$ cat src/design/crls_pkg.sv
// ----------------------------------------------------------------------------
// crls_pkg: shared constants and types for the color ramp sampler
// widths, pipeline control struct, divider stage count
// ----------------------------------------------------------------------------
package crls_pkg;

    localparam int RAMP_DEPTH = 256;
    localparam int LIFE_BITS  = 16;
    localparam int FRAC_BITS  = 8;
    localparam int IDX_BITS   = $clog2(RAMP_DEPTH);
    localparam int WID_BITS   = 9;
    // dividend = width * elapsed << frac
    localparam int NUM_BITS   = WID_BITS + LIFE_BITS + FRAC_BITS;
    // quotient is at most width << frac
    localparam int Q_BITS     = WID_BITS + FRAC_BITS;
    localparam int DIV_STAGES = Q_BITS;

    localparam logic OP_WRITE  = 1'b0;
    localparam logic OP_SAMPLE = 1'b1;

    // per-item control carried beside the divider
    // ramp writes ride along so they reach the ramp in item order
    typedef struct packed {
        logic                valid;
        logic                zero_total;
        logic [WID_BITS-1:0] width;
        logic                wr_en;
        logic [IDX_BITS-1:0] wr_idx;
        logic [31:0]         wr_data;
    } t_ctl;

endpackage

$ cat src/design/crls_div.sv
// ----------------------------------------------------------------------------
// crls_div: pipelined restoring divider
// one quotient bit per stage, control travels alongside
// ----------------------------------------------------------------------------
module crls_div (
    input  logic                          i_clk,
    input  logic                          i_rst_n,
    input  crls_pkg::t_ctl                i_ctl,
    input  logic [crls_pkg::NUM_BITS-1:0] i_num,
    input  logic [crls_pkg::LIFE_BITS-1:0] i_den,
    output crls_pkg::t_ctl                o_ctl,
    output logic [crls_pkg::Q_BITS-1:0]   o_quo
);
    import crls_pkg::*;

    localparam int R_BITS = LIFE_BITS + 1;

    t_ctl                 r_ctl [DIV_STAGES+1];
    logic [NUM_BITS-1:0]  r_num [DIV_STAGES+1];
    logic [LIFE_BITS-1:0] r_den [DIV_STAGES+1];
    logic [R_BITS-1:0]    r_rem [DIV_STAGES+1];
    logic [Q_BITS-1:0]    r_quo [DIV_STAGES+1];

    always_comb begin
        r_ctl[0] = i_ctl;
        r_num[0] = i_num;
        r_den[0] = i_den;
        r_rem[0] = '0;
        r_quo[0] = '0;
    end

    // remainder before quotient bits: top bits of dividend above Q_BITS
    // are below den because q fits in Q_BITS, so stage 0 preloads them
    localparam int HI_BITS = NUM_BITS - Q_BITS;

    genvar s;
    generate
        for (s = 0; s < DIV_STAGES; s++) begin : g_stage
            logic [R_BITS-1:0] n_rem;
            logic [R_BITS-1:0] n_try;
            logic [R_BITS-1:0] n_base;
            always_comb begin
                if (s == 0) begin
                    n_base = R_BITS'(r_num[s][NUM_BITS-1 -: HI_BITS]);
                end else begin
                    n_base = r_rem[s];
                end
                n_rem = {n_base[R_BITS-2:0], r_num[s][Q_BITS-1-s]};
                n_try = n_rem - {1'b0, r_den[s]};
            end
            always_ff @(posedge i_clk) begin
                if (!i_rst_n) begin
                    r_ctl[s+1].valid <= 1'b0;
                    r_ctl[s+1].wr_en <= 1'b0;
                end else begin
                    r_ctl[s+1].valid <= r_ctl[s].valid;
                    r_ctl[s+1].wr_en <= r_ctl[s].wr_en;
                end
                r_ctl[s+1].zero_total <= r_ctl[s].zero_total;
                r_ctl[s+1].width      <= r_ctl[s].width;
                r_ctl[s+1].wr_idx     <= r_ctl[s].wr_idx;
                r_ctl[s+1].wr_data    <= r_ctl[s].wr_data;
                r_num[s+1] <= r_num[s];
                r_den[s+1] <= r_den[s];
                if (n_rem >= {1'b0, r_den[s]}) begin
                    r_rem[s+1] <= n_try;
                    r_quo[s+1] <= {r_quo[s][Q_BITS-2:0], 1'b1};
                end else begin
                    r_rem[s+1] <= n_rem;
                    r_quo[s+1] <= {r_quo[s][Q_BITS-2:0], 1'b0};
                end
            end
        end
    endgenerate

    assign o_ctl = r_ctl[DIV_STAGES];
    assign o_quo = r_quo[DIV_STAGES];

endmodule

$ cat config.mk
export PLATFORM = sky130hd
export DESIGN_NAME = crls_div
export DESIGN_NICKNAME = d
export VERILOG_FILES = /design/src/design/crls_pkg.sv /design/src/design/crls_div.sv
export SDC_FILE = /design/constraint.sdc
export NUM_CORES = 2
export LEC_CHECK = 0
export ABC_AREA = 0
export ABC_CLOCK_PERIOD_IN_PS = 7500
export BUFFER_PORTS_ARGS = -buffer_cell sky130_fd_sc_hd__buf_2
export CAP_MARGIN = 10
export CORE_ASPECT_RATIO = 1.75
export CORE_MARGIN = 2
export CORE_UTILIZATION = 30
export DETAILED_ROUTE_END_ITERATION = 16
export PLACE_DENSITY = 0.5
export SYNTH_ARGS = -nofsm -noshare
export SYNTH_HDL_FRONTEND = slang
export SYNTH_SLANG_ARGS = --single-unit
$ cat constraint.sdc
create_clock -name i_clk -period 7.5 [get_ports i_clk]
set_clock_uncertainty 0.2 [all_clocks]
set_input_delay 1.125 -clock i_clk [delete_from_list [all_inputs] [get_ports i_clk]]
set_output_delay 1.125 -clock i_clk [all_outputs]
set_load 0.01 [all_outputs]
## After elaboration in Yosys (flattened, before gate mapping)

Index checks and enable logic that the tools add are counted.

- Shift-type cells: 0
- Mux-type cells: 33
- Div/mod/pow operators: 0
- Bitwise gates (word level): 0
- Reduce and logical (&&, ||, !) cells: 0
- Add/subtract/negate cells: 16
- Order comparisons: 17
- Multiply operators: 0
- Equality and inequality tests: 0

Operator list:

| operator | count |
|---|---|
| greater-or-equal comparator 17 x 16 -> 1 bit | 17 |
| 2-to-1 mux 16 bit | 16 |
| subtractor 16 bit | 16 |
| 2-to-1 mux 1 bit | 17 |

- Bits in registers: 1685
- Bits in writable memories: 0
- Input bits: 103
- Logic and storage cells: 233
- Memories: 0
- Memory bits (read-only): 0
- Bits in latches: 0

## Depth between registers and ports, before layout

- Word-level depth: 2
- Depth in mapped cells: 12
- Gate-level depth less buffers: 11

## Worst setup path after synthesis

Ideal clock, no wire load.

- Path kind: input to register
- Start point: in i_den[1] (netlist name)
- End point: reg r_rem (netlist bit g_stage[1].n_base[11])
- Stages: 12
- Path buffers: 2
- Arrival: 3.143 ns
- Library setup time: 0.121 ns
- Slack: 4.036 ns
- Path through: inv_1 > ha_1 > nor2b_1 > o21ai_0 > a21oi_1 > o21ba_2 > o211ai_1 > a21oi_1 > nand2b_1 > clkbuf_1 > buf_2 > mux2_2

- Word-level cells in the longest chain between the ends: 2

RTL lines:

| what | line | source |
|---|---|---|
| start, declared | crls_div.sv:10 | `input logic [crls_pkg::LIFE_BITS-1:0] i_den,` |
| subtractor 16 bit or greater-or-equal comparator 17 x 16 -> 1 bit (tied branches) | crls_div.sv:49, crls_div.sv:65 |  |
| 2-to-1 mux 16 bit (*) | crls_div.sv:65 | `if (n_rem >= {1'b0, r_den[s]}) begin` |
| end signal, assigned by index | crls_div.sv:66 | `r_rem[s+1] <= n_try;` |
| end signal, assigned by index | crls_div.sv:69 | `r_rem[s+1] <= n_rem;` |
| end, declared | crls_div.sv:21 | `logic [R_BITS-1:0] r_rem [DIV_STAGES+1];` |

Every way passes the cells marked *; elsewhere a longest branch is shown, timed or not.
A chain may end at the register's enable or synchronous reset.

## Worst setup path in the final report

- Start point: reg r_den[33] (netlist name)
- End point: reg r_rem (netlist bit g_stage[16].n_base[6])

- Word-level cells in the longest chain between the ends: 2

RTL lines:

| what | line | source |
|---|---|---|
| start, declared | crls_div.sv:20 | `logic [LIFE_BITS-1:0] r_den [DIV_STAGES+1];` |
| start signal, assigned by index | crls_div.sv:64 | `r_den[s+1] <= r_den[s];` |
| subtractor 16 bit or greater-or-equal comparator 17 x 16 -> 1 bit (tied branches) | crls_div.sv:49, crls_div.sv:65 |  |
| 2-to-1 mux 16 bit (*) | crls_div.sv:65 |  |

Marks and branches as above.

==> summary.md <==
| Metric | Value |
|---|---|
| Leakage | `25.9 nW` |
| Syn avg cell area | `12.4 um2` |
| GRT Total Usage | `0.0992` |
| Post-synth top area share | `0.668` |
| Setup ws final | `3.59 ns` |
| Cts repair resizes | `0` |
| Filler instances | `16.3k` |
| Critical Path RT | `7.97 ns` |
| I/O Buffers | `171` |
| Pins Over Slew Limit | `0` |
| Antenna Nets Post-Route | `0` |
| Post-DP HPWL | `61200 um` |
| Mean number of vias per cell | `4.10` |
| Nets | `4688` |
| Multi-input gate area | `0.0147 mm2` |
| Minimum clock period | `3.91 ns` |
| Slowest cell on crit path | `a211o_1` |
| Setup CP Type | `reg2reg` |
| Clock tree buffer depth | `4` |
| Overall power | `0.0268 W` |
| First-pass GRT wire length | `138000 um` |
| Crit. End Element | `register` |
| Outcome | `completed` |
| Asr flop ratio synth | `0` |
| FF-to-FF setup slack | `3.59 ns` |
| Layout area overhead | `16.9%` |
| Sequential power share | `0.411` |
| Non-Filler Instances | `6640` |
| Initial antenna violation count | `11` |
| Fin util | `0.352` |
| Most common cell in the netlist | `dfxtp_1` |
| Post-CTS setup buffers | `0` |
| Comb power frac | `0.279` |
| Synth unique cells | `89` |
| Max FO, Critical Path | `31` |
| Mapped Nets | `4450` |
| Initial core utilization | `0.301` |
| Row count | `199` |
| Placeable core area | `0.168 mm2` |
| Clock Pin Slew Worst Setup and Hold Paths | `0.06 ns` |
| Setup TNS Final | `0 ns` |
| Commonest cells in the synthesized netlist | `dfxtp_1 (1685), inv_1 (353), ha_1 (272)` |
| Max-cap violations | `0` |
| GRT overflow | `0` |
| Critical path arrival | `4.38 ns` |
| Synth warnings | `0` |
| Slew headroom | `0.260` |
| Post-Synthesis Cells | `4059` |
| Fmax | `0.255 GHz` |
| Crit-path cells | `inv_1, ha_1, nor2b_1, o2111ai_1, a211oi_1, or2_2, o311ai_0, a211o_1, mux2_2` |
| GP Congestion | `0.869` |
| Clk pwr share | `0.310` |
| Final Hold Viols | `0` |
| CTS sink count | `1685` |
| Dpl cells | `6341` |
| CTS Buf Count | `165` |
| Root Driver | `clkbuf_16` |
| Dpl ws | `3.24 ns` |
| Count of final setup violators | `0` |
| Cell Area, Synth | `0.0505 mm2` |
| Die ar. | `0.172 mm2` |
| Ports | `172` |
| Vias in the first global route | `28.4k` |
| Synth top area cells | `dfxtp_1 (67%), ha_1 (6.7%), mux2_2 (3.2%), inv_1 (2.6%), xnor2_1 (1.8%)` |
| Switch Pwr | `0.00791 W` |
| Cts hold-fix bufs | `0` |
| Synthesized flop and latch total | `1685` |
| Worst Setup Start Kind | `register` |
| CTS tree | `done` |
| 1st-pass router iterations | `8` |
| Largest net degree at the start of global routing | `35` |
| Routed Wire Length | `85900 um` |
| # H-tree levels | `4` |
| FF/Latch Area | `0.0337 mm2` |
| Tightest Pin Transition | `1.11 ns` |
| Fin crit share | `0.522` |
| Sequential share of the synthesized area | `0.668` |
| Sw frac | `0.295` |
| Die W | `314 um` |
| Area leader, netlist | `dfxtp_1` |
| Internal cell power | `0.0189 W` |
| Clk_lat worst skew | `0.78 ns` |
| DRC Markers | `0` |
| DR iter-0 viols | `933` |
| RSZ-0062 raised after global routing | `no` |
| Min-Delay Path Class | `reg2reg` |
| Power Density | `455 mW/mm2` |
| Chip height | `547 um` |
| Slowest stage delay, CP | `0.82 ns` |
| Main flop type after synthesis | `dfxtp_1` |
| Max IR drop VDD | `0.260 mV` |
| Avg WL per Cell | `12.9 um` |
| Post-synth EDFFs | `0` |
| Via count | `27.2k` |
| Layout cells sized above 1 | `0.147` |
routing by layer:
layer	track usage	vias up	share of wire
li1	-	14000	-
met1	0.0896	12400	0.36
met2	0.189	494	0.52
met3	0.0255	297	0.049
met4	0.0697	10	0.067
met5	0	-	0.00061
kinds of logic after synthesis:
kind of cell	count (synthesis)	synth area share
DFF	1685	0.668
and+or+nand+nor	648	0.0642
AOI/OAI and AO/OA	624	0.0820
buffers and inverters	457	0.0403
adders and majority gates	288	0.0738
muxes	192	0.0426
xor gates and xnor gates	165	0.0286
through the flow:
step                      area (um2)  hold WS [ns]
after floorplan                50500         0.110
after global placement         53400         0.110
after detailed placement       53400         0.112
after CTS                      59000        0.0806
after global routing           59000        0.0854
final                          59000        0.0800
critical path: cells and delay by family (launching register included):
| family | cells | cell delay [ns] |
|---|---|---|
| AND/OR/NAND/NOR | 2 | 0.49 |
| buffers and inverters | 1 | 0.06 |
| AO/OA/AOI/OAI | 4 | 1.96 |
| flip-flops | 1 | 0.38 |
| adder cells (fa/ha/maj) | 1 | 0.30 |
| multiplexers | 1 | 0.41 |
layout make-up:
class	count	share of cell area
clock buffers	221	0.0801
flip-flops and latches	1685	0.572
inverters	353	0.0225
multi-input cells	1917	0.249
clock inverters	72	0.0142
diodes	6	0.000255
repair buffers	175	0.0150
well taps	2211	0.0469
cell usage in the layout, fill, tap and decap left out, types with 51 or more instances in the layout:
master     netlist  layout
nand2_1        136     136
buf_2           14     171
nor2_1         162     162
mux2_2         143     143
xor2_1          61      61
inv_1          353     353
nand3_1         51      51
o21ai_0        142     141
clkbuf_16        0     169
a21o_1          58      58
a21oi_1        170     170
ha_1           272     272
nor3_1          54      54
dfxtp_1       1685    1685
o21a_1          57      57
xnor2_1        104     104
power by group through the flow:
stage | logic, W | clock network (W) | registers, W
floorplan | 0.00604 | 0 | 0.0110
global placement | 0.00739 | 0 | 0.0112
detailed placement | 0.00751 | 0 | 0.0112
CTS | 0.00757 | 0.00870 | 0.0110
global route | 0.00836 | 0.00903 | 0.0112
finish | 0.00749 | 0.00832 | 0.0110
sequential cells by signal, indices dropped and copies added, names as in the netlist:
signal	count
r_den	256
g_stage.n_base	256
r_num	120
r_quo	136
o_ctl	52
o_quo	17
r_ctl	832
g_stage.n_rem	16
final timing paths:
path	to	cells after the start	start
max	g_stage[16].n_base[6]$_DFF_P_	9	r_den[33]$_DFF_P_
min reg2reg	r_ctl[674]$_DFF_P_	0	r_ctl[726]$_DFF_P_
min	r_ctl[674]$_DFF_P_	0	r_ctl[726]$_DFF_P_
max reg2reg	g_stage[16].n_base[6]$_DFF_P_	9	r_den[33]$_DFF_P_
Note: power is estimated with default switching activity, not from simulation.
